## config.mk

```make
export PLATFORM = sky130hd
export DESIGN_NAME = vector_tile_geometry_decoder_unit
export DESIGN_NICKNAME = d
export VERILOG_FILES = /design/src/hdl/vtgd_pkg.sv /design/src/hdl/vtgd_front.sv /design/src/hdl/vtgd_queue.sv /design/src/hdl/vtgd_back.sv /design/src/hdl/vector_tile_geometry_decoder_unit.sv
export SDC_FILE = /design/constraint.sdc
export NUM_CORES = 2
export LEC_CHECK = 0
export ABC_AREA = 1
export BUFFER_PORTS_ARGS = -buffer_cell sky130_fd_sc_hd__buf_4
export CAP_MARGIN = 20
export CORE_MARGIN = 4
export CORE_UTILIZATION = 65
export CTS_CLUSTER_SIZE = 16
export DETAILED_ROUTE_END_ITERATION = 16
export PLACE_DENSITY = 0.87
export SETUP_SLACK_MARGIN = 0.1
export SLEW_MARGIN = 20
export SYNTH_ARGS = -nofsm -noshare
export SYNTH_HDL_FRONTEND = slang
export SYNTH_HIERARCHICAL = 1
export SYNTH_SLANG_ARGS = --single-unit
```

## constraint.sdc

```tcl
create_clock -name i_clk -period 31.7 [get_ports i_clk]
set_input_delay 6.34 -clock i_clk [delete_from_list [all_inputs] [get_ports i_clk]]
set_output_delay 6.34 -clock i_clk [all_outputs]
set_load 0.01 [all_outputs]
```

## src/hdl/vtgd_pkg.sv

```systemverilog
package vtgd_pkg;

    // default vertex limit per geometry
    localparam int MAX_VERTICES_DEF = 65536;

    // results held per accepted byte and depth of the front-to-back queue
    localparam int N_SLOTS = 3;
    localparam int Q_DEPTH = 2;

    // varint limits: bytes that still land in the low 32 bits, bytes allowed
    localparam logic [3:0] VARINT_KEEP    = 4'd5;
    localparam logic [3:0] VARINT_MAX_LEN = 4'd10;

    // command ids
    localparam logic [2:0] CMD_MOVE_TO    = 3'd1;
    localparam logic [2:0] CMD_LINE_TO    = 3'd2;
    localparam logic [2:0] CMD_CLOSE_PATH = 3'd7;

    typedef enum logic [1:0] {
        KIND_VERTEX    = 2'd0,
        KIND_PART_END  = 2'd1,
        KIND_DONE      = 2'd2,
        KIND_MALFORMED = 2'd3
    } t_kind;

    typedef enum logic [2:0] {
        PH_CMD = 3'b001,
        PH_DX  = 3'b010,
        PH_DY  = 3'b100
    } t_phase;

    typedef struct packed {
        logic [7:0] byte_value;
        logic       end_of_geometry;
    } t_in;

    typedef struct packed {
        logic [1:0]         kind;
        logic signed [31:0] x;
        logic signed [31:0] y;
        logic [15:0]        vertex_index;
        logic [15:0]        part_index;
        logic               last_of_run;
    } t_out;

    // all results caused by one byte, oldest in slot 0
    typedef struct packed {
        logic [1:0]               cnt;
        t_out [N_SLOTS-1:0]       res;
    } t_bundle;

    typedef struct packed {
        logic full;
        logic empty;
    } t_q_status;

    function automatic logic [31:0] unzig(input logic [31:0] v);
        return (v >> 1) ^ {32{v[0]}};
    endfunction

    function automatic t_out make_res(input t_kind k, input logic [31:0] x,
                                      input logic [31:0] y, input logic [15:0] vi,
                                      input logic [15:0] pi);
        t_out r;
        r.kind         = k;
        r.x            = x;
        r.y            = y;
        r.vertex_index = vi;
        r.part_index   = pi;
        r.last_of_run  = 1'b0;
        return r;
    endfunction

endpackage

```

## src/hdl/vtgd_front.sv

```systemverilog
module vtgd_front #(
    parameter int MAX_VERTICES = vtgd_pkg::MAX_VERTICES_DEF
) (
    input  logic              i_clk,
    input  logic              i_rst_n,
    input  logic              i_accept,
    input  vtgd_pkg::t_in     i_data,
    output logic              o_push,
    output vtgd_pkg::t_bundle o_bundle
);
    import vtgd_pkg::*;

    localparam int CW = $clog2(MAX_VERTICES + 1);
    localparam logic [CW-1:0] MAX_V = CW'(MAX_VERTICES);

    function automatic logic [15:0] idx16(input logic [CW-1:0] c);
        logic [31:0] w;
        w = 32'(c);
        return w[15:0];
    endfunction

    logic [31:0]   r_accum, n_accum;
    logic [3:0]    r_len, n_len;
    t_phase        r_phase, n_phase;
    logic [28:0]   r_pairs, n_pairs;
    logic [31:0]   r_pdx, n_pdx;
    logic [31:0]   r_cx, n_cx, r_cy, n_cy;
    logic [31:0]   r_rfx, n_rfx, r_rfy, n_rfy;
    logic [CW-1:0] r_vt, n_vt, r_pfv, n_pfv, r_pt, n_pt;
    logic          r_stop, n_stop, r_fail, n_fail;

    t_bundle bnd;

    always_comb begin
        logic [31:0] part;
        logic [31:0] v;
        logic [2:0]  id;
        logic [28:0] count;
        logic [1:0]  cnt;
        logic        bad;
        t_out        res [N_SLOTS];

        n_accum = r_accum; n_len = r_len; n_phase = r_phase; n_pairs = r_pairs;
        n_pdx = r_pdx; n_cx = r_cx; n_cy = r_cy; n_rfx = r_rfx; n_rfy = r_rfy;
        n_vt = r_vt; n_pfv = r_pfv; n_pt = r_pt; n_stop = r_stop; n_fail = r_fail;
        cnt = 2'd0;
        bad = 1'b0;
        v = 32'd0;
        id = v[2:0];
        count = v[31:3];
        for (int i = 0; i < N_SLOTS; i++) res[i] = make_res(KIND_VERTEX, '0, '0, '0, '0);

        unique case (r_len[2:0])
            3'd0:    part = {25'd0, i_data.byte_value[6:0]};
            3'd1:    part = {18'd0, i_data.byte_value[6:0], 7'd0};
            3'd2:    part = {11'd0, i_data.byte_value[6:0], 14'd0};
            3'd3:    part = {4'd0, i_data.byte_value[6:0], 21'd0};
            3'd4:    part = {i_data.byte_value[3:0], 28'd0};
            default: part = 32'd0;
        endcase

        if (!r_stop && !r_fail) begin
            if (r_len < VARINT_KEEP) n_accum = r_accum | part;
            n_len = r_len + 4'd1;
            if (!i_data.byte_value[7]) begin
                v = n_accum;
                n_accum = 32'd0;
                n_len = 4'd0;
                id = v[2:0];
                count = v[31:3];
                unique case (r_phase)
                    PH_CMD: begin
                        if (id == CMD_MOVE_TO || id == CMD_LINE_TO) begin
                            if (id == CMD_MOVE_TO && r_vt > r_pfv) begin
                                n_pt = r_pt + 1'b1;
                                n_pfv = r_vt;
                                res[cnt] = make_res(KIND_PART_END, '0, '0,
                                                    idx16(r_vt), idx16(n_pt));
                                cnt = cnt + 2'd1;
                            end
                            n_pairs = count;
                            n_phase = (count != 29'd0) ? PH_DX : PH_CMD;
                        end else if (id == CMD_CLOSE_PATH) begin
                            if (r_vt > r_pfv) begin
                                if (r_vt >= MAX_V) begin
                                    n_fail = 1'b1;
                                end else begin
                                    res[cnt] = make_res(KIND_VERTEX, r_rfx, r_rfy,
                                                        idx16(r_vt), idx16(r_pt));
                                    cnt = cnt + 2'd1;
                                    n_vt = r_vt + 1'b1;
                                    n_pt = r_pt + 1'b1;
                                    n_pfv = n_vt;
                                    res[cnt] = make_res(KIND_PART_END, '0, '0,
                                                        idx16(n_vt), idx16(n_pt));
                                    cnt = cnt + 2'd1;
                                end
                            end
                        end else begin
                            n_stop = 1'b1;
                        end
                    end
                    PH_DX: begin
                        n_pdx = v;
                        n_phase = PH_DY;
                    end
                    PH_DY: begin
                        n_cx = r_cx + unzig(r_pdx);
                        n_cy = r_cy + unzig(v);
                        if (r_vt >= MAX_V) begin
                            n_fail = 1'b1;
                        end else begin
                            if (r_vt == r_pfv) begin
                                n_rfx = n_cx;
                                n_rfy = n_cy;
                            end
                            res[cnt] = make_res(KIND_VERTEX, n_cx, n_cy,
                                                idx16(r_vt), idx16(r_pt));
                            cnt = cnt + 2'd1;
                            n_vt = r_vt + 1'b1;
                            n_pairs = r_pairs - 29'd1;
                            n_phase = (n_pairs != 29'd0) ? PH_DX : PH_CMD;
                        end
                    end
                    default: n_phase = r_phase;
                endcase
            end else if (n_len >= VARINT_MAX_LEN) begin
                n_fail = 1'b1;
            end
        end

        if (i_data.end_of_geometry) begin
            bad = n_fail || (!n_stop && (n_len != 4'd0 || n_phase != PH_CMD));
            if (bad) begin
                res[cnt] = make_res(KIND_MALFORMED, '0, '0, '0, '0);
                cnt = cnt + 2'd1;
            end else if (n_vt > n_pfv) begin
                res[cnt] = make_res(KIND_PART_END, '0, '0,
                                    idx16(n_vt), idx16(n_pt + 1'b1));
                cnt = cnt + 2'd1;
                res[cnt] = make_res(KIND_DONE, '0, '0,
                                    idx16(n_vt), idx16(n_pt + 1'b1));
                cnt = cnt + 2'd1;
            end else begin
                res[cnt] = make_res(KIND_DONE, '0, '0, idx16(n_vt), idx16(n_pt));
                cnt = cnt + 2'd1;
            end
        end

        if (cnt != 2'd0) res[cnt - 2'd1].last_of_run = 1'b1;

        bnd.cnt = cnt;
        for (int i = 0; i < N_SLOTS; i++) bnd.res[i] = res[i];
    end

    assign o_push   = i_accept && (bnd.cnt != 2'd0);
    assign o_bundle = bnd;

    always_ff @(posedge i_clk) begin
        if (!i_rst_n || (i_accept && i_data.end_of_geometry)) begin
            r_accum <= '0; r_len <= '0; r_phase <= PH_CMD; r_pairs <= '0;
            r_pdx <= '0; r_cx <= '0; r_cy <= '0; r_rfx <= '0; r_rfy <= '0;
            r_vt <= '0; r_pfv <= '0; r_pt <= '0; r_stop <= 1'b0; r_fail <= 1'b0;
        end else if (i_accept) begin
            r_accum <= n_accum; r_len <= n_len; r_phase <= n_phase;
            r_pairs <= n_pairs; r_pdx <= n_pdx; r_cx <= n_cx; r_cy <= n_cy;
            r_rfx <= n_rfx; r_rfy <= n_rfy; r_vt <= n_vt; r_pfv <= n_pfv;
            r_pt <= n_pt; r_stop <= n_stop; r_fail <= n_fail;
        end
    end

endmodule

```

## src/hdl/vtgd_queue.sv

```systemverilog
module vtgd_queue (
    input  logic                i_clk,
    input  logic                i_rst_n,
    input  logic                i_push,
    input  vtgd_pkg::t_bundle   i_bundle,
    input  logic                i_pop,
    output vtgd_pkg::t_bundle   o_head,
    output vtgd_pkg::t_q_status o_status
);
    import vtgd_pkg::*;

    localparam int PW = (Q_DEPTH > 1) ? $clog2(Q_DEPTH) : 1;
    localparam int CNTW = $clog2(Q_DEPTH + 1);

    t_bundle         r_mem [Q_DEPTH];
    logic [PW-1:0]   r_wp, r_rp;
    logic [CNTW-1:0] r_cnt;
    logic            do_push, do_pop;

    assign o_status.full  = (r_cnt == CNTW'(Q_DEPTH));
    assign o_status.empty = (r_cnt == '0);
    assign o_head         = r_mem[r_rp];
    assign do_push        = i_push && !o_status.full;
    assign do_pop         = i_pop && !o_status.empty;

    function automatic logic [PW-1:0] bump(input logic [PW-1:0] p);
        return (p == PW'(Q_DEPTH - 1)) ? '0 : p + 1'b1;
    endfunction

    always_ff @(posedge i_clk) begin
        if (do_push) r_mem[r_wp] <= i_bundle;
    end

    always_ff @(posedge i_clk) begin
        if (!i_rst_n) begin
            r_wp  <= '0;
            r_rp  <= '0;
            r_cnt <= '0;
        end else begin
            if (do_push) r_wp <= bump(r_wp);
            if (do_pop) r_rp <= bump(r_rp);
            if (do_push && !do_pop) r_cnt <= r_cnt + 1'b1;
            else if (do_pop && !do_push) r_cnt <= r_cnt - 1'b1;
        end
    end

endmodule

```

## src/hdl/vtgd_back.sv

```systemverilog
module vtgd_back (
    input  logic                i_clk,
    input  logic                i_rst_n,
    input  vtgd_pkg::t_bundle   i_head,
    input  vtgd_pkg::t_q_status i_status,
    output logic                o_q_pop,
    output vtgd_pkg::t_out      o_data,
    output logic                o_empty,
    input  logic                i_pop
);
    import vtgd_pkg::*;

    logic [1:0] r_k;
    t_out       r_out;
    logic       r_valid;
    logic       load, last_slot;

    assign load      = !i_status.empty && (!r_valid || i_pop);
    assign last_slot = (r_k == i_head.cnt - 2'd1);
    assign o_q_pop   = load && last_slot;
    assign o_data    = r_out;
    assign o_empty   = !r_valid;

    always_ff @(posedge i_clk) begin
        if (load) r_out <= i_head.res[r_k];
    end

    always_ff @(posedge i_clk) begin
        if (!i_rst_n) begin
            r_k     <= '0;
            r_valid <= 1'b0;
        end else begin
            if (load) begin
                r_valid <= 1'b1;
                r_k     <= last_slot ? 2'd0 : r_k + 2'd1;
            end else if (i_pop) begin
                r_valid <= 1'b0;
            end
        end
    end

endmodule

```

## src/hdl/vector_tile_geometry_decoder_unit.sv

```systemverilog
// channel   direction  handshake            payload
// -------   ---------  -------------------  ------------------------------------------
// input     in         push / full          i_data: byte_value, end_of_geometry
// result    out        empty / pop          o_data: kind, x, y, vertex_index,
//                                             part_index, last_of_run
//
// the front takes one byte per cycle while full is low and decodes it in that cycle
// its results enter the queue at the accept edge; the first is then loaded into the output
// register once the back is free and the rest follow one per cycle while pop is high
// a byte makes 0 to 3 results; one byte per cycle while each makes one and pop is high
// reset is synchronous, active low: decoder state, queue pointers and output valid clear
// a stalled output fills the two-entry queue, then full rises and holds the input
module vector_tile_geometry_decoder_unit #(
    parameter int MAX_VERTICES = vtgd_pkg::MAX_VERTICES_DEF
) (
    input  logic           i_clk,
    input  logic           i_rst_n,
    input  logic           push,
    output logic           full,
    input  vtgd_pkg::t_in  i_data,
    output logic           empty,
    input  logic           pop,
    output vtgd_pkg::t_out o_data
);
    import vtgd_pkg::*;

    // front to queue
    logic      f_push;
    t_bundle   f_bundle;
    // queue to back
    t_bundle   q_head;
    t_q_status q_status;
    logic      b_q_pop;
    logic      accept;

    // a byte is taken whenever the queue has room, even while results wait
    assign full   = q_status.full;
    assign accept = push && !q_status.full;

    // front: varint assembly, command decode, cursors and counters, all in
    // the accept cycle; bytes that cause no result are not queued
    vtgd_front #(
        .MAX_VERTICES (MAX_VERTICES)
    ) u_front (
        .i_clk    (i_clk),
        .i_rst_n  (i_rst_n),
        .i_accept (accept),
        .i_data   (i_data),
        .o_push   (f_push),
        .o_bundle (f_bundle)
    );

    // short queue of result bundles so front and back stall on their own
    vtgd_queue u_queue (
        .i_clk    (i_clk),
        .i_rst_n  (i_rst_n),
        .i_push   (f_push),
        .i_bundle (f_bundle),
        .i_pop    (b_q_pop),
        .o_head   (q_head),
        .o_status (q_status)
    );

    // back: walks the slots of the head bundle into a registered output
    vtgd_back u_back (
        .i_clk    (i_clk),
        .i_rst_n  (i_rst_n),
        .i_head   (q_head),
        .i_status (q_status),
        .o_q_pop  (b_q_pop),
        .o_data   (o_data),
        .o_empty  (empty),
        .i_pop    (pop)
    );

endmodule

```

### Yosys cells after proc, flatten, opt, wreduce, memory -nomap -nowiden

Memories as Yosys holds them, arrays and structs flattened. A register that Yosys moved wholly into a read port is not among the register bits.
Index checks and enable logic that the tools add are counted.

| word-level totals | value |
|---|---|
| input bits | 13 |
| word-level logic and storage cells | 226 |
| register bits | 387 |
| bits in writable memories | 598 |
| memories | 1 |

| cells by class | value |
|---|---|
| magnitude comparators | 12 |
| bitwise logic cells | 11 |
| multiplexer cells | 102 |
| add/subtract/negate cells | 16 |
| reductions and logical operators | 43 |
| equal/unequal tests | 16 |

Memories:

| memory | words | bits a word | read ports | clocked after memory_dff | wr ports | RTL line | text |
|---|---|---|---|---|---|---|---|
| u_queue.r_mem | 2 | 299 | 1 | 1 | 1 | vtgd_queue.sv:15 | `t_bundle r_mem [Q_DEPTH];` |

Operator list:

| operator | number |
|---|---|
| 297-bit bitwise mux | 4 |
| 297-bit 2-to-1 mux | 4 |
| 99-bit demux with 2-bit select | 3 |
| 198-bit 2-to-1 mux | 3 |
| 99-bit 2-to-1 mux | 6 |
| 196-bit 2-to-1 mux | 2 |
| 17-bit 2-to-1 mux | 22 |
| 291-bit bitwise AND | 1 |
| 291-bit NOT | 1 |
| 99-bit binary-select mux with 2-bit select | 1 |
| 99-bit one-hot mux with 2 select lines | 1 |
| 32-bit one-hot mux with 5 select lines | 1 |
| 98-bit 2-to-1 mux | 1 |
| 97-bit 2-to-1 mux | 1 |
| 32-bit 2-to-1 mux | 3 |
| 32-bit adder | 2 |
| 31-bit by 32-bit bitwise XOR with 32-bit output | 2 |
| 29-bit 2-to-1 mux | 2 |
| 29-bit one-hot mux with 2 select lines | 1 |
| 29-bit nonzero test | 2 |
| 17-bit by 1-bit adder with 17-bit output, second input constant | 2 |
| 17-bit greater-than comparator | 2 |
| 17-bit one-hot mux with 2 select lines | 1 |
| 32-bit bitwise OR | 1 |
| other kinds (41) | 131 |

### Depth between registers and ports, before layout

| logic depth | value |
|---|---|
| word-level depth | 25 |
| depth in mapped cells | 46 |
| depth with buffers taken out | 43 |

### Modules after synthesis

Netlist, hierarchy kept.

Modules (own cells, without submodules):

| module | sequential area each (µm²) | instances | area an instance (µm²) | cells an instance |
|---|---|---|---|---|
| vtgd_front | 5605.4 | 1 | 25105.3 | 4055 |
| vtgd_queue | 18057.3 | 1 | 22624.2 | 968 |
| vtgd_back | 3032.9 | 1 | 5372.7 | 583 |
| vector_tile_geometry_decoder_unit | 0.0 | 1 | 10.0 | 2 |

### Worst setup path before layout

OpenSTA, ideal clock, no wires.

| path | value |
|---|---|
| path type | input port to flip-flop |
| start point | in i_data[1] in the netlist's numbering |
| end point | mem u_queue/r_mem[0][0] in the netlist's numbering (enable) |
| path buffers | 5 |
| data arrival time | 23.046 ns |
| data required time | 30.733 ns |
| setup slack | 7.688 ns |
| stages | 28 |
| path through | nand3_1 nand2_1 buf_1 ha_1 nor2_1 nor2_4 clkbuf_1 buf_1 clkbuf_1 o211ai_1 a31oi_1 ha_1 inv_1 nor3_1 o31ai_1 o211ai_1 nand2_1 o211ai_1 nand2_1 inv_1 nand3_2 buf_2 nand3_1 nand2_2 nor2_1 nor2_1 o21ai_0 nor2_1 |

RTL lines:

| what | RTL line | text |
|---|---|---|
| start, declared | vector_tile_geometry_decoder_unit.sv:20 | `input vtgd_pkg::t_in i_data,` |
| end, declared | vtgd_queue.sv:15 |  |

==> results_tabular.tex <==
\begin{tabular}{lr}
\hline
Metric & Value \\
\hline
\multicolumn{2}{l}{\textbf{Status}} \\
\quad Outcome & completed \\
\multicolumn{2}{l}{\textbf{Logic synthesis}} \\
\quad Area fraction in compound gates after synthesis & 0.1296 \\
\quad Share of cell area taken by muxes after synthesis & 0.07753 \\
\quad Cell area after technology mapping & 53,110 um2 \\
\quad Number of warnings issued by yosys & 6 \\
\quad Predominant post-synthesis flop cell & sky130\_fd\_sc\_hd\_\_edfxtp\_1 \\
\quad Sequential element share of the synthesized area & 0.5026 \\
\quad Post-synthesis cell count & 5,608 \\
\quad Cell variety after synth & 66 \\
\quad Synthesized area per cell & 9.471 um2 \\
\quad Number of enable flip-flop cells after synthesis & 697 \\
\quad Adder-cell share of the synthesized area & 0.02926 \\
\quad Share of synthesized flip-flops with an asynchronous set or reset & 0 \\
\quad Combinational family with the most area after synthesis & simple AND/OR/NAND/NOR gates \\
\quad Share of synthesized cell area in and, or, nand and nor gates & 0.1531 \\
\quad Seq cells post-synth & 985 \\
\quad Xor and xnor fraction of the mapped netlist area & 0.02375 \\
\multicolumn{2}{l}{\textbf{STA}} \\
\quad Minimum clock period after layout & 15.31 ns \\
\quad Slew of the pin with the lowest slew margin & 1.183 ns \\
\quad Final Max Tran Viols & 0 \\
\quad Final cycle utilization of the critical path & 0.4830 \\
\quad Final setup violation count & 0 \\
\quad Largest clock skew in the final design & 0.08432 ns \\
\quad Final total negative setup slack & 0 ns \\
\quad Endpoints failing hold & 0 \\
\quad Tightest hold margin & 0.4690 ns \\
\quad Max Fclk & 0.06532 GHz \\
\quad RSZ-0062 raised after global routing & false \\
\quad Max transition margin & 0.2084 \\
\multicolumn{2}{l}{\textbf{Worst setup path}} \\
\quad Endpoint of the most critical register-to-register path & u\_queue/r\_mem[0][285]\$\_DFFE\_PP\_ \\
\quad Largest stage delay on the critical path & 0.92 ns \\
\quad Slowest CP cell & sky130\_fd\_sc\_hd\_\_buf\_4 \\
\quad Classification of the worst setup path & in -> reg \\
\quad Most Frequent Cell on Critical Path & sky130\_fd\_sc\_hd\_\_buf\_4 \\
\quad Largest fanout on the critical path & 167 \\
\quad Setup crit start kind & primary input \\
\quad Req. time, crit path & 31.96 ns \\
\quad Setup slack of the most critical reg-to-reg path & 20.74 ns \\
\quad Kind of capture point of the worst setup path & flop \\
\quad Origin of the critical flop-to-flop path & u\_front/r\_len[0]\$\_SDFFE\_PP0P\_ \\
\quad Worst-case reg-to-reg path depth & 33 \\
\quad Arrival time worst endpoint & 15.57 ns \\
\multicolumn{2}{l}{\textbf{Global routing}} \\
\quad Gr ovfl total & 0 \\
\quad Combined global-route utilization of all metal layers & 0.3626 \\
\quad Number of antenna violations at the first check in global routing & 3 \\
\quad Via count of the first global-routing pass & 40,308 \\
\quad Maximum number of pins on one net before global-route repair & 168 \\
\quad Global-route wire length before repair & 242,000 um \\
\multicolumn{2}{l}{\textbf{Clock tree}} \\
\quad Clock root buffer & sky130\_fd\_sc\_hd\_\_clkbuf\_16 \\
\quad Clock-pin slew on the worst setup and hold paths & 0.06 ns \\
\quad Clk sink count & 985 \\
\quad Resized Gates After CTS & 0 \\
\quad CTS Hold Buffers Added & 0 \\
\quad H-tree level count & 3 \\
\quad Clock buffers created by TritonCTS & 98 \\
\quad Post-CTS Setup Repair Bufs & 0 \\
\quad Clock buffer depth & 3 \\
\quad Clock latency at the later pin of the worst-skew pair & 0.70 ns \\
\quad Clock tree from TritonCTS & yes \\
\multicolumn{2}{l}{\textbf{Hold path}} \\
\quad Worst hold path depth & 2 \\
\quad End point of the worst hold path & u\_front/r\_accum[18]\$\_SDFFE\_PP0P\_ \\
\quad Hold Path Origin & u\_front/r\_accum[18]\$\_SDFFE\_PP0P\_ \\
\quad Worst Hold Class & reg -> reg \\
\multicolumn{2}{l}{\textbf{Floorplan}} \\
\quad Top-Level Pins & 114 \\
\quad Die width & 293.9 um \\
\quad Core area & 80,810 um2 \\
\quad Number of rows created at floorplan & 104 \\
\quad Area enclosed by the die boundary & 86,350 um2 \\
\quad Initial core utilization & 0.6573 \\
\quad Height of the die & 293.9 um \\
\multicolumn{2}{l}{\textbf{Cells and area}} \\
\quad Layout cell share with drive strength beyond 1 & 0.1284 \\
\quad Number of standard cells in the layout, taps in and fillers out & 6,731 \\
\quad Area growth, synth to finish & 7.819\% \\
\quad NumNets Final & 5,721 \\
\quad Filler cell count in the final layout & 5,444 \\
\quad Summed area of non-filler cells in the final layout & 57,260 um2 \\
\multicolumn{2}{l}{\textbf{Detailed routing}} \\
\quad Routed wire length & 161,200 um \\
\quad Antenna-violating nets left & 0 \\
\quad Vias & 43,027 \\
\quad Vias per inst & 6.392 \\
\quad Number of remaining DRC errors & 0 \\
\quad Number of detailed-routing iterations run before antenna repair & 8 \\
\quad First DRT Iteration DRCs & 6,768 \\
\quad Average wire length per cell after detail routing & 23.94 um \\
\multicolumn{2}{l}{\textbf{Power and ir drop}} \\
\quad Largest voltage drop on the vdd net & 66.63 uV \\
\quad Leak & 0.02285 uW \\
\quad Portion of total power attributed to combinational logic & 0.329 \\
\quad Sw Pwr & 1631 uW \\
\quad Cell-internal power & 2821 uW \\
\quad Pwr per Cell Area & 77.75 nW/um2 \\
\quad Fraction of power consumed by sequential logic & 0.399 \\
\quad Clock network fraction of total power & 0.272 \\
\quad Switching Share & 0.3664 \\
\multicolumn{2}{l}{\textbf{Placement}} \\
\quad Standard cell area after detailed placement & 53,890 um2 \\
\quad Buffers on Ports & 113 \\
\quad Cell count after placement & 6,545 \\
\quad Detailed placer's ending HPWL & 104,400 um \\
\quad RePlAce Congestion & 1.011 \\
\multicolumn{2}{l}{\textbf{Job}} \\
\quad Number of max-capacitance violations reported & 0 \\
\hline
\end{tabular}
Yosys cell counts (15+ instances only):
master,count,area [um2]
sky130_fd_sc_hd__buf_2,51,255.2
sky130_fd_sc_hd__buf_6,32,360.4
sky130_fd_sc_hd__o21ai_0,535,2678
sky130_fd_sc_hd__buf_4,152,1141
sky130_fd_sc_hd__nor3_1,61,305.3
sky130_fd_sc_hd__a221oi_1,21,183.9
sky130_fd_sc_hd__inv_1,509,1911
sky130_fd_sc_hd__nor2_1,541,2031
sky130_fd_sc_hd__nand2_1,807,3029
sky130_fd_sc_hd__xnor2_1,38,332.8
sky130_fd_sc_hd__o21ai_1,67,335.3
sky130_fd_sc_hd__clkbuf_1,170,638.1
sky130_fd_sc_hd__nand3_1,333,1667
sky130_fd_sc_hd__buf_1,15,56.30
sky130_fd_sc_hd__o211ai_1,83,623.1
sky130_fd_sc_hd__o22ai_1,37,231.5
sky130_fd_sc_hd__nand4_1,68,425.4
sky130_fd_sc_hd__a211oi_1,20,150.1
sky130_fd_sc_hd__mux2_2,99,1115
sky130_fd_sc_hd__xor2_1,106,928.4
sky130_fd_sc_hd__dfxtp_1,288,5766
sky130_fd_sc_hd__a31oi_1,33,206.5
sky130_fd_sc_hd__edfxtp_1,697,20930
sky130_fd_sc_hd__ha_1,121,1514
sky130_fd_sc_hd__o21bai_1,48,360.4
sky130_fd_sc_hd__a21oi_1,287,1436
sky130_fd_sc_hd__a22oi_1,28,210.2
sky130_fd_sc_hd__mux2_4,200,3003
how the worst max path moves through the flow:
stage / from / endpoint / slack, ns / cells past startpoint
after CTS: i_data[1] / u_queue/r_mem[0][192]$_DFFE_PP_ / 16.78 / 30
after detailed placement: i_data[1] / u_queue/r_mem[0][285]$_DFFE_PP_ / 16.18 / 30
after global placement: i_data[1] / u_queue/r_mem[0][187]$_DFFE_PP_ / 16.40 / 30
after global routing: i_data[1] / u_queue/r_mem[0][192]$_DFFE_PP_ / 15.79 / 30
after floorplan: i_data[1] / u_queue/r_mem[0][0]$_DFFE_PP_ / 7.69 / 28
final: i_data[1] / u_queue/r_mem[0][285]$_DFFE_PP_ / 16.39 / 30
power groups by stage:
stage | Sequential, uW | Combinational (uW) | Clock, uW
2_1_floorplan | 1850 | 947 | 0
3_3_place_gp | 1770 | 1370 | 0
3_5_place_dp | 1790 | 1400 | 0
4_1_cts | 1770 | 1430 | 1220
5_1_grt | 1790 | 1560 | 1270
6_report | 1780 | 1470 | 1210
flip-flops by register name, summed over array words and instances, names as in the netlist, named ones only:
| signal | count |
|---|---|
| u_back/o_data | 99 |
| u_back/r_k | 2 |
| u_back/r_valid | 1 |
| u_front/r_accum | 32 |
| u_front/r_cx | 32 |
| u_front/r_cy | 32 |
| u_front/r_fail | 1 |
| u_front/r_len | 4 |
| u_front/r_pairs | 29 |
| u_front/r_pdx | 32 |
| u_front/r_pfv | 17 |
| u_front/r_phase | 3 |
| u_front/r_pt | 16 |
| u_front/r_rfx | 32 |
| u_front/r_rfy | 32 |
| u_front/r_stop | 1 |
| u_front/r_vt | 17 |
| u_queue/r_cnt | 2 |
| u_queue/r_mem | 598 |
| u_queue/r_rp | 1 |
| u_queue/r_wp | 1 |
area by class of cell:
class	count	area, um2	area share
clock inverter	57	733.2	0.01280
multi-input combinational	3798	22510	0.3932
timing repair buffer	178	1374	0.02399
inverter	524	1977	0.03452
tap	1060	1326	0.02316
sequential	985	26710	0.4664
clock buffer	126	2628	0.04588
antenna	3	7.507	0.0001311
per-layer routing:
layer / vias to the layer above / routed length, um / track usage
met5: - / 0 / 0
met4: 0 / 5282 / 0.1124
met3: 408 / 22170 / 0.09238
met2: 3087 / 70850 / 0.5518
met1: 20386 / 62860 / 0.5161
li1: 19146 / - / -
cell families after synthesis:
family          Yosys count
simple gates           1892
compound gates         1212
flops                   985
buf+inv                 952
mux                     299
xor+xnor                144
fa+ha+maj               123
other cells               1
cell usage in the layout, fill, tap and decap left out, drive strengths merged, types with 40 or more instances in the layout:
cell type,netlist,final
inv,521,526
nor2,560,560
xor2,106,106
conb,1,128
buf,251,178
a21oi,289,289
nand3,348,348
nand2,815,815
clkbuf,177,126
o211ai,83,83
nor3,65,65
ha,121,121
o21bai,48,48
dfxtp,288,288
nand4,69,69
mux2,299,299
clkinv,3,40
edfxtp,697,697
o21ai,606,606
critical path: cells and delay by family:
| family | cells | cell delay [ns] |
|---|---|---|
| AND/OR/NAND/NOR | 14 | 3.65 |
| buffers and inverters | 7 | 3.05 |
| AO/OA/AOI/OAI | 7 | 1.41 |
| adder cells (fa/ha/maj) | 2 | 0.75 |
metrics by stage:
stage                       util  total power [uW]  worst slack [ns]
final                     0.7087              4452             16.39
after global routing      0.7086              4622             15.79
after CTS                 0.7085              4416             16.78
after detailed placement  0.6669              3192             16.18
after global placement    0.6669              3142             16.40
after floorplan                -              2798             7.688
Power figures use the tool's default switching activity.
